## config.mk

```make
export PLATFORM = sky130hd
export DESIGN_NAME = zipmap_stream_parser_unit
export DESIGN_NICKNAME = d
export VERILOG_FILES = /design/src/rtl/zms_pkg.sv /design/src/rtl/zms_parse_core.sv /design/src/rtl/zipmap_stream_parser_unit.sv
export SDC_FILE = /design/constraint.sdc
export NUM_CORES = 1
export LEC_CHECK = 0
export ABC_CLOCK_PERIOD_IN_PS = 7600
export BUFFER_PORTS_ARGS = -buffer_cell sky130_fd_sc_hd__buf_4
export CAP_MARGIN = 20
export CORE_AREA = 2 2 113 159
export DETAILED_ROUTE_END_ITERATION = 10
export DIE_AREA = 0 0 115 161
export GPL_ROUTABILITY_DRIVEN = 1
export GPL_TIMING_DRIVEN = 0
export HOLD_SLACK_MARGIN = 0.06
export PLACE_DENSITY = 0.78
export SLEW_MARGIN = 20
export SYNTH_ARGS = -nofsm -noshare
export SYNTH_HDL_FRONTEND = slang
export SYNTH_HIERARCHICAL = 1
export SYNTH_SLANG_ARGS = --single-unit
```

## constraint.sdc

```tcl
create_clock -name aclk -period 7.6 [get_ports aclk]
set_input_delay 0.76 -clock aclk [delete_from_list [all_inputs] [get_ports aclk]]
set_output_delay 0.76 -clock aclk [all_outputs]
set_load 0.05 [all_outputs]
```

## src/rtl/zms_pkg.sv

```systemverilog
// zms_pkg: types and constants shared by the zipmap stream parser
// item structs, parser phase codes, special byte values and error codes
// no dependencies
`default_nettype none

package zms_pkg;

    localparam logic [7:0] END_BYTE   = 8'hFF;
    localparam logic [7:0] BIG_PREFIX = 8'hFD;
    localparam logic [7:0] BAD_PREFIX = 8'hFE;

    localparam logic [1:0] ERR_OK         = 2'd0;
    localparam logic [1:0] ERR_BAD_PREFIX = 2'd1;
    localparam logic [1:0] ERR_AFTER_END  = 2'd2;

    typedef enum logic [6:0] {
        PH_IDLE       = 7'b0000001,
        PH_PREFIX     = 7'b0000010,
        PH_LEN_EXT    = 7'b0000100,
        PH_FREE_COUNT = 7'b0001000,
        PH_DATA       = 7'b0010000,
        PH_FREE_SKIP  = 7'b0100000,
        PH_DONE       = 7'b1000000
    } phase_t;

    typedef struct packed {
        logic [7:0] data_byte;
        logic       start_map;
    } zms_in_t;

    typedef struct packed {
        logic [7:0]  out_byte;
        logic        is_value;
        logic        last_of_string;
        logic        empty_string;
        logic        map_end;
        logic [31:0] pair_count;
        logic [1:0]  error_code;
    } zms_out_t;

endpackage

`default_nettype wire

```

## src/rtl/zms_parse_core.sv

```systemverilog
// zms_parse_core: parser state registers and next-state / result logic
// one accepted byte updates the state and may produce one result
// depends on zms_pkg
`default_nettype none

module zms_parse_core import zms_pkg::*; (
    input  wire logic     aclk,
    input  wire logic     aresetn,
    input  wire logic     item_fire,
    input  wire zms_in_t  item,
    output logic          res_emit,
    output zms_out_t      res
);

    phase_t      phase_reg, phase_next;
    logic [31:0] acc_reg, acc_next;
    logic [1:0]  idx_reg, idx_next;
    logic [31:0] rem_reg, rem_next;
    logic [7:0]  free_reg, free_next;
    logic        in_value_reg, in_value_next;
    logic [31:0] pairs_reg, pairs_next;

    logic        len_done;
    logic [31:0] len_val;
    logic [7:0]  b;

    assign b = item.data_byte;

    always_comb begin
        phase_next    = phase_reg;
        acc_next      = acc_reg;
        idx_next      = idx_reg;
        rem_next      = rem_reg;
        free_next     = free_reg;
        in_value_next = in_value_reg;
        pairs_next    = pairs_reg;
        len_done      = 1'b0;
        len_val       = '0;
        res_emit      = 1'b0;
        res           = '0;

        if (item.start_map) begin
            phase_next    = PH_PREFIX;
            acc_next      = '0;
            idx_next      = '0;
            rem_next      = '0;
            free_next     = '0;
            in_value_next = 1'b0;
            pairs_next    = '0;
        end else begin
            unique case (phase_reg)
                PH_PREFIX: begin
                    if (b == END_BYTE && !in_value_reg) begin
                        res_emit       = 1'b1;
                        res.map_end    = 1'b1;
                        res.pair_count = pairs_reg;
                        phase_next     = PH_DONE;
                    end else if (b == END_BYTE || b == BAD_PREFIX) begin
                        res_emit       = 1'b1;
                        res.error_code = ERR_BAD_PREFIX;
                        res.pair_count = pairs_reg;
                        phase_next     = PH_IDLE;
                        in_value_next  = 1'b0;
                    end else if (b == BIG_PREFIX) begin
                        acc_next   = '0;
                        idx_next   = '0;
                        phase_next = PH_LEN_EXT;
                    end else begin
                        len_done = 1'b1;
                        len_val  = {24'd0, b};
                    end
                end
                PH_LEN_EXT: begin
                    acc_next[{idx_reg, 3'b000} +: 8] = acc_reg[{idx_reg, 3'b000} +: 8] | b;
                    if (idx_reg == 2'd3) begin
                        idx_next = '0;
                        len_done = 1'b1;
                        len_val  = acc_next;
                    end else begin
                        idx_next = idx_reg + 2'd1;
                    end
                end
                PH_FREE_COUNT: begin
                    free_next = b;
                    if (rem_reg == '0) begin
                        pairs_next         = pairs_reg + 32'd1;
                        in_value_next      = 1'b0;
                        phase_next         = (b != 8'd0) ? PH_FREE_SKIP : PH_PREFIX;
                        res_emit           = 1'b1;
                        res.is_value       = 1'b1;
                        res.last_of_string = 1'b1;
                        res.empty_string   = 1'b1;
                        res.pair_count     = pairs_next;
                    end else begin
                        phase_next = PH_DATA;
                    end
                end
                PH_DATA: begin
                    rem_next = rem_reg - 32'd1;
                    if (rem_next == '0) begin
                        if (in_value_reg) begin
                            pairs_next    = pairs_reg + 32'd1;
                            in_value_next = 1'b0;
                            phase_next    = (free_reg != 8'd0) ? PH_FREE_SKIP : PH_PREFIX;
                        end else begin
                            in_value_next = 1'b1;
                            phase_next    = PH_PREFIX;
                        end
                    end
                    res_emit           = 1'b1;
                    res.out_byte       = b;
                    res.is_value       = in_value_reg;
                    res.last_of_string = (rem_next == '0);
                    res.pair_count     = pairs_next;
                end
                PH_FREE_SKIP: begin
                    free_next = free_reg - 8'd1;
                    if (free_next == 8'd0) begin
                        phase_next = PH_PREFIX;
                    end
                end
                PH_DONE: begin
                    res_emit       = 1'b1;
                    res.error_code = ERR_AFTER_END;
                    res.pair_count = pairs_reg;
                end
                PH_IDLE: begin
                end
                default: begin
                    phase_next = PH_IDLE;
                end
            endcase

            if (len_done) begin
                rem_next = len_val;
                if (in_value_reg) begin
                    phase_next = PH_FREE_COUNT;
                end else if (len_val == '0) begin
                    res_emit           = 1'b1;
                    res.last_of_string = 1'b1;
                    res.empty_string   = 1'b1;
                    res.pair_count     = pairs_reg;
                    in_value_next      = 1'b1;
                    phase_next         = PH_PREFIX;
                end else begin
                    phase_next = PH_DATA;
                end
            end
        end
    end

    always_ff @(posedge aclk) begin
        if (!aresetn) begin
            phase_reg    <= PH_IDLE;
            acc_reg      <= '0;
            idx_reg      <= '0;
            rem_reg      <= '0;
            free_reg     <= '0;
            in_value_reg <= 1'b0;
            pairs_reg    <= '0;
        end else if (item_fire) begin
            phase_reg    <= phase_next;
            acc_reg      <= acc_next;
            idx_reg      <= idx_next;
            rem_reg      <= rem_next;
            free_reg     <= free_next;
            in_value_reg <= in_value_next;
            pairs_reg    <= pairs_next;
        end
    end

endmodule

`default_nettype wire

```

## src/rtl/zipmap_stream_parser_unit.sv

```systemverilog
// zipmap_stream_parser_unit: top level of the zipmap stream parser
// valid/ready byte input, registered result output
// depends on zms_pkg and zms_parse_core
`default_nettype none

// The parser takes one byte of a serialized zipmap per cycle and answers with at
// most one result item per byte, in the cycle after the byte is accepted. Each byte
// passes through the combinational parser state logic into the result
// register; the input is ready whenever that register is empty or being taken
// this cycle, so a byte can be accepted every cycle while results are drained.
// A byte with start_map set begins a new map and gives no result.

module zipmap_stream_parser_unit import zms_pkg::*; (
    input  wire logic     aclk,
    input  wire logic     aresetn,
    input  wire logic     s_valid,
    output logic          s_ready,
    input  wire zms_in_t  s_data,
    output logic          m_valid,
    input  wire logic     m_ready,
    output zms_out_t      m_data
);

    logic     item_fire;
    logic     res_emit;
    zms_out_t res;
    logic     m_valid_reg;
    zms_out_t m_data_reg;

    assign s_ready   = !m_valid_reg || m_ready;
    assign item_fire = s_valid && s_ready;
    assign m_valid   = m_valid_reg;
    assign m_data    = m_data_reg;

    zms_parse_core u_core (
        .aclk      (aclk),
        .aresetn   (aresetn),
        .item_fire (item_fire),
        .item      (s_data),
        .res_emit  (res_emit),
        .res       (res)
    );

    always_ff @(posedge aclk) begin
        if (!aresetn) begin
            m_valid_reg <= 1'b0;
        end else if (item_fire) begin
            m_valid_reg <= res_emit;
        end else if (m_ready) begin
            m_valid_reg <= 1'b0;
        end
    end

    always_ff @(posedge aclk) begin
        if (item_fire && res_emit) begin
            m_data_reg <= res;
        end
    end

    // an end result carries no error and no string content
    assert property (@(posedge aclk) disable iff (!aresetn)
        m_valid && m_data.map_end |->
            m_data.error_code == ERR_OK && !m_data.is_value && !m_data.empty_string)
        else $error("end item with bad fields");

    // an empty string marker is always the last of its string with a zero byte
    assert property (@(posedge aclk) disable iff (!aresetn)
        m_valid && m_data.empty_string |->
            m_data.last_of_string && m_data.out_byte == 8'd0)
        else $error("empty marker malformed");

    // error items carry no content
    assert property (@(posedge aclk) disable iff (!aresetn)
        m_valid && m_data.error_code != ERR_OK |->
            m_data.out_byte == 8'd0 && !m_data.last_of_string && !m_data.map_end)
        else $error("error item carries content");

endmodule

`default_nettype wire
```

Word level (Yosys, flattened, before mapping)
Index checks and enable logic that the tools add are counted.

storage, ports and cells
  word-level logic and storage cells = 156
  bits in registers = 161
  input bits = 13
  output and inout port bits = 48

cells by class
  reduce and logical (&&, ||, !) cells = 27
  muxes and demuxes = 84
  equal/unequal tests = 19
  $add $sub $neg = 5
  bitwise operators = 3
  shift-type cells = 3

operator list
  cell                                                                    number
  32-bit 2-to-1 mux                                                       19
  32-bit case mux with 2 select lines                                     3
  32-bit case mux with 4 select lines                                     1
  32-bit zero test                                                        3
  7-bit 2-to-1 mux                                                        10
  7-bit case mux with 5 select lines                                      1
  34-bit 2-to-1 mux                                                       1
  32-bit by 1-bit adder with 32-bit output, second input constant         1
  32-bit bitwise mux                                                      1
  8-bit by 7-bit variable shift with 32-bit output, first input constant  1
  32-bit by 6-bit indexed part select with 8-bit output                   1
  8-bit by 7-bit indexed part select with 32-bit output                   1
  32-bit by 1-bit subtractor with 32-bit output, second input constant    1
  1-bit 2-to-1 mux                                                        25
  8-bit equality test, second input constant                              3
  8-bit 2-to-1 mux                                                        3
  2-bit 2-to-1 mux                                                        9
  8-bit case mux with 2 select lines                                      1
  8-bit nonzero test                                                      2
  6-bit 2-to-1 mux                                                        2
  2-bit case mux with 2 select lines                                      3
  3-bit nonzero test                                                      4
  5-bit AND reduction                                                     2
  8-bit zero test                                                         1
  30 further kinds                                                        42

Longest topological paths before layout
Gate-level depths: netlist (run 1).

  depth after elaboration = 13
  gate-level depth with buffers = 15
  mapped depth without buffers = 12

Modules after synthesis
Netlist (run 1), hierarchy kept.

modules (own cells, without submodules)
  module                     sequential area each (sq um)  cells an instance  area each (sq um)  times used
  zms_parse_core             2282.2                        1230               8698.3             1
  zipmap_stream_parser_unit  1401.3                        52                 1452.6             1

Worst setup path before layout (run 1)
No wires, ideal clock.

  path type = register -> register
  from = reg u_core.idx_reg[1]
  to = reg m_data_reg (netlist bit m_data[0]) (enable)
  stages on the path, launching flop included = 16
  required time = 7.212 ns
  slack = 3.255 ns
  path buffers = 3
  library setup time = 0.388 ns
  arrival = 3.957 ns
  period minus slack after synthesis = 4.345 ns
  path through = dfxtp_1 > clkbuf_1 > buf_2 > inv_1 > ha_1 > and3b_1 > clkbuf_1 > a31oi_1 > o211ai_1 > a2111oi_0 > nand4_1 > o41a_1 > and3_1 > a21oi_1 > nand2_1 > nor2b_4

between the ends
  longest elaborated chain between the ends = 13

RTL lines
  what                                                   RTL line                         RTL
  start: declaration                                     zms_parse_core.sv:17             logic [1:0] idx_reg, idx_next;
  start signal: assignment                               zms_parse_core.sv:164            idx_reg <= idx_next;
  32-bit by 6-bit indexed part select with 8-bit output  zms_parse_core.sv:74             acc_next[{idx_reg, 3'b000} +: 8] = acc_reg[{idx_reg, 3'b000} +: 8] | b;
  8-bit OR                                               zms_parse_core.sv:74
  8-bit by 7-bit indexed part select with 32-bit output  zms_parse_core.sv:74
  32-bit bitwise mux                                     zms_parse_core.sv:74
  32-bit 2-to-1 mux                                      zms_parse_core.sv:75             if (idx_reg == 2'd3) begin
  32-bit case mux with 2 select lines                    zms_parse_core.sv:51             unique case (phase_reg)
  32-bit 2-to-1 mux                                      zms_parse_core.sv:42             if (item.start_map) begin
  32-bit zero test                                       zms_parse_core.sv:138            end else if (len_val == '0) begin
  1-bit 2-to-1 mux                                       zms_parse_core.sv:138
  1-bit 2-to-1 mux                                       zms_parse_core.sv:136            if (in_value_reg) begin
  1-bit 2-to-1 mux (*)                                   zms_parse_core.sv:134            if (len_done) begin
  1-bit 2-to-1 mux (*)                                   zms_parse_core.sv:42
  named net res_emit                                     zipmap_stream_parser_unit.sv:25  logic res_emit;
  1-bit logical AND (*)                                  zipmap_stream_parser_unit.sv:55  if (item_fire && res_emit) begin
  end signal: assignment                                 zipmap_stream_parser_unit.sv:56  m_data_reg <= res;
  end: declaration                                       zipmap_stream_parser_unit.sv:28  zms_out_t m_data_reg;

Mark *: on every way through the listed nets, which the timed path passes. The rest lies on a longest branch. The select of a mux whose other input is x is not followed.
A chain may end at the register's enable or synchronous reset.

Final worst setup path (run 1)
  from = reg u_core.idx_reg[1]
  to = reg m_data_reg (netlist bit m_data[31]) (enable)

Same word-level chain as after synthesis.

==> results of run 1 <==
[kinds of logic after synthesis]
group | after synthesis | share of synthesized area, %
AND/OR/NAND/NOR | 550 | 27.8
AO/OA/AOI/OAI | 390 | 26.3
flip-flops | 161 | 36.3
buffers and inverters | 135 | 5.10
XOR/XNOR | 32 | 2.76
adder cells (fa/ha/maj) | 12 | 1.48
multiplexers | 2 | 0.222
[report_power, final]
part | switching, W | internal [W] | total [W]
logic | 0.000151 | 0.0000789 | 0.000230
registers | 0.00000597 | 0.000884 | 0.000890
clock network | 0.000408 | 0.000469 | 0.000877
total | 0.000565 | 0.00143 | 0.00200
[worst max-delay path, stage by stage (launching register included)]
cell and delay, ns:
dfxtp_1 0.67, clkbuf_1 0.43, buf_2 0.33, inv_1 0.18, ha_1 0.45, nand4bb_1 0.16
clkbuf_1 0.45, a21o_1 0.15, o211ai_1 0.14, a2111oi_0 0.55, nand4_1 0.28, o41a_1 0.51
and3_1 0.21, a21oi_1 0.16, nand2_1 0.14, nor2b_4 0.62, buf_16 0.26
[area by class of cell]
class / count / area, um^2 / area share (%)
multi-input cells: 986 / 5960 / 51.9
flip-flops and latches: 161 / 3680 / 32.1
repair buffers: 60 / 470 / 4.10
plain buffers: 116 / 447 / 3.89
clock buffers: 17 / 425 / 3.70
well taps: 206 / 258 / 2.24
clock inverters: 15 / 170 / 1.48
inverters: 19 / 71.3 / 0.621
[layer usage]
metal | vias up | part of all wire (%)
met4 | 0 | 7.1
met5 | - | 0
met1 | 5069 | 37
met3 | 146 | 6.6
met2 | 551 | 50
li1 | 4963 | -
[cell usage in the layout, fill, tap and decap left out, types with 29 or more instances in the layout]
| cell type | instances |
|---|---|
| nor2_1 | 162 |
| nand2_1 | 119 |
| dfxtp_1 | 115 |
| clkbuf_1 | 101 |
| a21oi_1 | 80 |
| o21ai_0 | 60 |
| buf_4 | 59 |
| a22oi_1 | 55 |
| nor3_1 | 54 |
| edfxtp_1 | 46 |
| nand3_1 | 35 |
| a221o_1 | 31 |
| a31oi_1 | 29 |
[worst min-delay path by stage]
stage	startpoint	end	slack, ns	depth (start not counted)
after global placement	u_core/phase_reg[4]$_SDFFE_PN0P_	u_core/phase_reg[4]$_SDFFE_PN0P_	0.50	2
after global routing	u_core/acc_reg[0]$_SDFFE_PN0P_	u_core/acc_reg[0]$_SDFFE_PN0P_	0.55	2
final	m_valid$_SDFFE_PN0P_	m_valid$_SDFFE_PN0P_	0.52	2
after CTS	u_core/phase_reg[4]$_SDFFE_PN0P_	u_core/phase_reg[4]$_SDFFE_PN0P_	0.52	2
after detailed placement	u_core/phase_reg[4]$_SDFFE_PN0P_	u_core/phase_reg[4]$_SDFFE_PN0P_	0.51	2
after floorplan	u_core/acc_reg[31]$_SDFFE_PN0P_	u_core/acc_reg[31]$_SDFFE_PN0P_	0.47	2
[stage by stage]
| step | total power, W | utilization, % |
|---|---|---|
| global route | 0.00205 | 67.1 |
| CTS | 0.00199 | 67.1 |
| floorplan | 0.00107 | - |
| detailed placement | 0.00113 | 63.6 |
| finish | 0.00200 | 67.1 |
| global placement | 0.00113 | 63.4 |
==> metrics.md, run 1 <==
| Metric | Value |
|---|---|
| Crit path time final | approximately 6.0 ns |
| CTS Buf Count | 17 |
| Worst slew pin tran | between 1 and 1.5 ns |
| Worst EP arrival | a little over 6 ns |
| Fin cells | 1580 |
| Hold Crit Class | reg -> reg |
| Post-synth EDFFs | between 40 and 50 |
| Chip Height | 161 um |
| Top cells by area, synth | dfxtp_1, edfxtp_1, nor2_1 |
| Worst skew pair latency | around 0.44 ns |
| GRT busiest layer | met2 |
| Leakage | roughly 4 nW |
| Initial DRC count | 1142 |
| Most common cell in the netlist | nor2_1 |
| PD cells | roughly 170 nW/um^2 |
| Synth Register Bits | between 150 and 200 |
| Setup WS pre-CTS | approximately 1.8 ns |
| Distinct cells, synth | 73 |
| Grt ovf | 0 |
| Mean post-synth cell area | between 7 and 8 um^2 |
| Vias in the first global route | 10200 |
| CTS tree | yes |
| Crit Path Class | reg -> reg |
| Initial Utilization | between 50% and 60% |
| WHS | approximately 0.52 ns |
| Largest register FFs | 46 |
| CP Data Required Time | 7.73 ns |
| Drt wl/cell | approximately 23 um |
| Core area | between 15000 and 20000 um^2 |
| CP endpoint kind | flip-flop |
| I/O pin total | a little over 60 |
| Setup Skew | 0.0174 ns |
| Slew Limit Fails | 0 |
| Diode count | 0 |
| Residual DRC | 0 |
| Global Route Usage Sum | 39.1% |
| Vias | 10700 |
| Max clock buf depth | 2 |
| Syn Nets | 1307 |
| R2r startpoint | u_core/idx_reg[1]$_SDFFE_PN0P_ |
| Final critical-path share of the clock period | roughly four fifths |
| PnR worst setup slack | approximately 1.6 ns |
| Worst reg-to-reg path cell count | 16 |
| Die ar. | 18500 um^2 |
| Initial antenna violation count | 0 |
| Synth cell count leaders | nor2_1, nand2_1, dfxtp_1, clkbuf_1, a21oi_1 |
| Crit path launch type | flip-flop |
| Mapped Area | a little over 10000 um^2 |
| Final HPWL DP | around 26000 um |
| Met1 Use GR | 43.9% |
| Share of cells above drive strength 1 | 9.53% |
| Rel. slew slack | 27.9% |
| # nets final | around 1400 |
| Die W | 115 um |
| Worst Setup SP | u_core/idx_reg[1]$_SDFFE_PN0P_ |
| Met2 usage | between 60% and 70% |
| Syn Inst Count | about 1300 |
| Share of the synthesized area in the top cell type | ~23% |
| Post-CTS sizing | 0 |
| # clock sinks | ~160 |
| Dominant cell type by area after synthesis | dfxtp_1 |
| Status | finished clean |
| Top FF cell, synth | dfxtp_1 |
| Post-CTS setup buffer count | 0 |
| Number of hold violations in the final report | 0 |
| Final setup viols | 0 |
| RSZ-0062 raised after global routing | no |
| WL final | between 30000 and 40000 um |
| First-pass GRT wire length | between 50000 and 60000 um |
| Setup_tns | 0 ns |
| First drt pass iteration count | 6 |
| Max frequency | 0.166 GHz |
| FF-to-FF End | m_data[31]$_DFFE_PP_ |
| CP Max Fanout | 24 |
| Final Instance Area | 11500 um^2 |
| Root buffer cell | clkbuf_16 |
| Fill cells | roughly 1500 |
| RePlAce Congestion | 0.997 |
| VDD IR max | between 100 and 150 uV |
| Warnings from Yosys | 6 |
| Placed cell count | roughly 1500 |
| PortBufs | 58 |
| Post-DP Area | 10900 um^2 |
| Largest net degree at the start of global routing | 25 |
| CP Capture Point | m_data[31]$_DFFE_PP_ |
| Vias/cell | approximately 6.8 |
| Remaining antenna violation count | 0 |
| H-tree depth | 4 |
| Row cnt | 57 |
| Flop2flop setup slack | 1.57 ns |
| # hold bufs at CTS | 0 |
| Max cap viols | 0 |
| Routing usage on met3 | 6.53% |
| Clock slew at reported path FFs | around 0.07 ns |
| Area added between synthesis and finish | 13.2% |
| Post-synthesis sequential area ratio | a little over a third |
| Ys async rst share | 0% |
(Power assumes the default switching activity.)
==> run 2, diff against run 1 <==
--- a/config.mk
+++ b/config.mk
@@ -5,16 +5,16 @@
 export SDC_FILE = /design/constraint.sdc
 export NUM_CORES = 1
 export LEC_CHECK = 0
-export ABC_CLOCK_PERIOD_IN_PS = 7600
+export ABC_CLOCK_PERIOD_IN_PS = 5040
 export BUFFER_PORTS_ARGS = -buffer_cell sky130_fd_sc_hd__buf_4
 export CAP_MARGIN = 20
-export CORE_AREA = 2 2 113 159
+export CORE_AREA = 2 2 117 165
 export DETAILED_ROUTE_END_ITERATION = 10
-export DIE_AREA = 0 0 115 161
+export DIE_AREA = 0 0 119 167
 export GPL_ROUTABILITY_DRIVEN = 1
 export GPL_TIMING_DRIVEN = 0
 export HOLD_SLACK_MARGIN = 0.06
-export PLACE_DENSITY = 0.78
+export PLACE_DENSITY = 0.76
 export SLEW_MARGIN = 20
 export SYNTH_ARGS = -nofsm -noshare
 export SYNTH_HDL_FRONTEND = slang
==> constraint.sdc (replaced) <==
create_clock -name aclk -period 5.04 [get_ports aclk]
set_input_delay 0.504 -clock aclk [delete_from_list [all_inputs] [get_ports aclk]]
set_output_delay 0.504 -clock aclk [all_outputs]
set_load 0.05 [all_outputs]
==> run 2 against run 1 <==
  * Sequential power up 51%
  * Die area up 7.3%
  * First-iteration DRC count down 3.2%
  * Core utilization down 4.3 points
  * Largest power group unchanged
  * Total power up 48%
==> metrics.md, run 2 (synthesized netlist as in run 1, its figures left out) <==
| Metric | Value |
|---|---|
| Vias in the first global route | 10000 (was 10200) |
| Final setup viols | 0 (unchanged) |
| Largest net degree at the start of global routing | 29 (was 25) |
| RePlAce Congestion | 0.982 (was 0.997) |
| Core area | 18400 um^2 (was 17100 um^2) |
| Slowest cell on crit path | o41a_1 (was dfxtp_1) |
| CTS Buf Count | 17 (unchanged) |
| RSZ-0062 raised after global routing | no (unchanged) |
| Vias | 10700 (about the same) |
| Die ar. | 19900 um^2 (was 18500 um^2) |
| PD cells | 255 nW/um^2 (was 174 nW/um^2) |
| Final critical-path share of the clock period | 95.4% (was 79.3%) |
| Crit Path Class | reg -> reg (unchanged) |
| Max cap viols | 0 (unchanged) |
| Critical Path, Cell by Cell | clkbuf_2 -> buf_2 -> inv_1 -> ha_2 -> nor3b_1 -> clkbuf_1 -> o21ai_0 -> o211ai_1 -> a2111oi_4 -> nand4_1 -> o41a_1 -> and3_1 -> a21oi_1 -> nand2_1 -> nor2b_4 -> buf_12 (was clkbuf_1 -> buf_2 -> inv_1 -> ha_1 -> nand4bb_1 -> clkbuf_1 -> a21o_1 -> o211ai_1 -> a2111oi_0 -> nand4_1 -> o41a_1 -> and3_1 -> a21oi_1 -> nand2_1 -> nor2b_4 -> buf_16) |
| PnR Total Power | 0.00295 W (was 0.00200 W) |
| Global Route Usage Sum | 33.9% (was 39.1%) |
| Worst reg-to-reg path cell count | 16 (unchanged) |
| Row cnt | 59 (was 57) |
| Hold Crit Class | in -> reg (was reg -> reg) |
| Multi-input gate area | 5990 um^2 (was 5960 um^2) |
| Part of the power in registers | 45.6% (was 44.6%) |
| Internal power | 0.00213 W (was 0.00143 W) |
| Root buffer cell | clkbuf_16 (unchanged) |
| Drt wl/cell | 20.8 um (was 22.8 um) |
| Max frequency | 0.208 GHz (was 0.166 GHz) |
| Setup Skew | 0.00999 ns (was 0.0174 ns) |
| Status | finished clean (unchanged) |
| First drt pass iteration count | 7 (was 6) |
| Clock slew at reported path FFs | 0.07 ns (about the same) |
| Initial antenna violation count | 0 (unchanged) |
| FF-to-FF End | m_data[14]$_DFFE_PP_ (was m_data[31]$_DFFE_PP_) |
| Worst Setup SP | u_core/idx_reg[1]$_SDFFE_PN0P_ (unchanged) |
| Diode count | 0 (unchanged) |
| Grt ovf | 0 (unchanged) |
| Worst path max stage delay | 0.47 ns (was 0.67 ns) |
| Fin cells | 1620 (was 1580) |
| Combinational share of power | 11.8% (was 11.5%) |
| Share of cells above drive strength 1 | 10.2% (was 9.53%) |
| PnR worst setup slack | 0.232 ns (was 1.57 ns) |
| # nets final | 1388 (was 1386) |
| CP Data Required Time | 5.18 ns (was 7.73 ns) |
| VDD IR max | 227 uV (was 138 uV) |
| R2r startpoint | u_core/idx_reg[1]$_SDFFE_PN0P_ (unchanged) |
| CTS tree | yes (unchanged) |
| # hold bufs at CTS | 0 (unchanged) |
| Sw Pwr | 0.000819 W (was 0.000565 W) |
| Worst slew pin tran | 0.820 ns (was 1.07 ns) |
| Rel. slew slack | 44.7% (was 27.9%) |
| Most frequent cells in the layout | nor2_1, nand2_1, dfxtp_1 (unchanged) |
| Flop2flop setup slack | 0.23 ns (was 1.57 ns) |
| Commonest non-fill, non-tap cell in the layout | nor2_1 (unchanged) |
| Max clock buf depth | 2 (unchanged) |
| Clock network power share | 42.7% (was 43.9%) |
| Residual DRC | 0 (unchanged) |
| WHS | 0.340 ns (was 0.521 ns) |
| Remaining antenna violation count | 0 (unchanged) |
| Worst EP arrival | 4.95 ns (was 6.16 ns) |
| Die W | 119 um (was 115 um) |
| Final HPWL DP | 24700 um (was 26200 um) |
| CP endpoint kind | flip-flop (unchanged) |
| Slew Limit Fails | 0 (unchanged) |
| # clock sinks | 161 (unchanged) |
| Post-DP Area | 10900 um^2 (about the same) |
| Vias/cell | 6.61 (was 6.79) |
| CP Capture Point | m_data[14]$_DFFE_PP_ (was m_data[31]$_DFFE_PP_) |
| Setup WS pre-CTS | -0.778 ns (was 1.81 ns) |
| Initial Utilization | 55.2% (was 59.3%) |
| First-pass GRT wire length | 53500 um (was 56000 um) |
| Switching share of total power | 27.8% (was 28.3%) |
| Leakage | 4.08 nW (was 4.06 nW) |
| Sequential cell area | 3680 um^2 (about the same) |
| H-tree depth | 4 (unchanged) |
| I/O pin total | 61 (unchanged) |
| Largest register FFs | 46 (unchanged) |
| Chip Height | 167 um (was 161 um) |
| Initial DRC count | 1106 (was 1142) |
| Crit path launch type | flip-flop (unchanged) |
| Area added between synthesis and finish | 13.8% (was 13.2%) |
| Placed cell count | 1586 (was 1548) |
| CP Max Fanout | 28 (was 24) |
| Worst skew pair latency | 0.44 ns (about the same) |
| Number of hold violations in the final report | 0 (unchanged) |
| WL final | 33800 um (was 36100 um) |
| PortBufs | 58 (unchanged) |
| Fill cells | 1662 (was 1491) |
| Final Instance Area | 11600 um^2 (was 11500 um^2) |
| Crit path time final | 4.81 ns (was 6.03 ns) |
run 2: changes by cell type in the layout (fill, tap and decap cells not counted), moves of 2 or more:
cell      before  now
clkinv_4       1    4
clkbuf_2       0    3
inv_8          4    2
clkbuf_1     101   98
buf_4         59   61
run 2: worst min path at each step:
| stage | endpoint | cells past startpoint | slack [ns] | start |
|---|---|---|---|---|
| detailed placement | u_core/phase_reg[4]$_SDFFE_PN0P_ | 2 | 0.51 | u_core/phase_reg[4]$_SDFFE_PN0P_ |
| global placement | m_valid$_SDFFE_PN0P_ | 2 | 0.50 | m_valid$_SDFFE_PN0P_ |
| finish | m_valid$_SDFFE_PN0P_ | 2 | 0.34 | aresetn |
| floorplan | u_core/acc_reg[31]$_SDFFE_PN0P_ | 2 | 0.47 | u_core/acc_reg[31]$_SDFFE_PN0P_ |
| global route | m_valid$_SDFFE_PN0P_ | 2 | 0.36 | aresetn |
| CTS | m_valid$_SDFFE_PN0P_ | 2 | 0.34 | aresetn |
run 2: final cells by class:
class	instances	area share (%)
multi-input cells	986	51.8
inverters	19	0.617
clock buffers	19	3.93
repair buffers	63	4.18
flip-flops and latches	161	31.9
plain buffers	115	3.87
well taps	244	2.64
clock inverters	13	1.04
run 2: through the flow:
step	setup TNS [ns]	utilization [%]
after CTS	0	62.7
after global routing	0	62.9
after floorplan	0	-
final	0	62.9
after detailed placement	-43.18	59.4
after global placement	-60.00	59.3
run 2: repair_timing:
item	in CTS	in global routing
hold endpoints to repair	0	0
endpoints found under the setup margin	78	78
pin swaps	0	0
gates resized for setup	3	8
setup buffers	3	0
run 2: power groups by stage:
stage	Clock [W]	Sequential (W)	Combinational [W]
3_3_place_gp	0	0.00137	0.000333
2_1_floorplan	0	0.00138	0.000233
4_1_cts	0.00128	0.00134	0.000340
6_report	0.00126	0.00134	0.000347
5_1_grt	0.00132	0.00134	0.000373
3_5_place_dp	0	0.00137	0.000337
run 2: routing by layer:
metal	part of all wire (%)	vias up	GRT usage, %	wire (um)
met5	0	-	0	0
met4	7.4	0	24.8	2500
met3	6.5	144	5.31	2180
met2	49	538	58.6	16600
met1	37	5042	37.4	12500
li1	-	4982	-	-
run 2: critical path: cells and delay by family, from the launching register on:
kind	cells	cell delay, ns
compound gates	5	1.47
fa+ha+maj	1	0.43
buf+inv	5	1.20
flops	1	0.45
simple gates	5	0.92
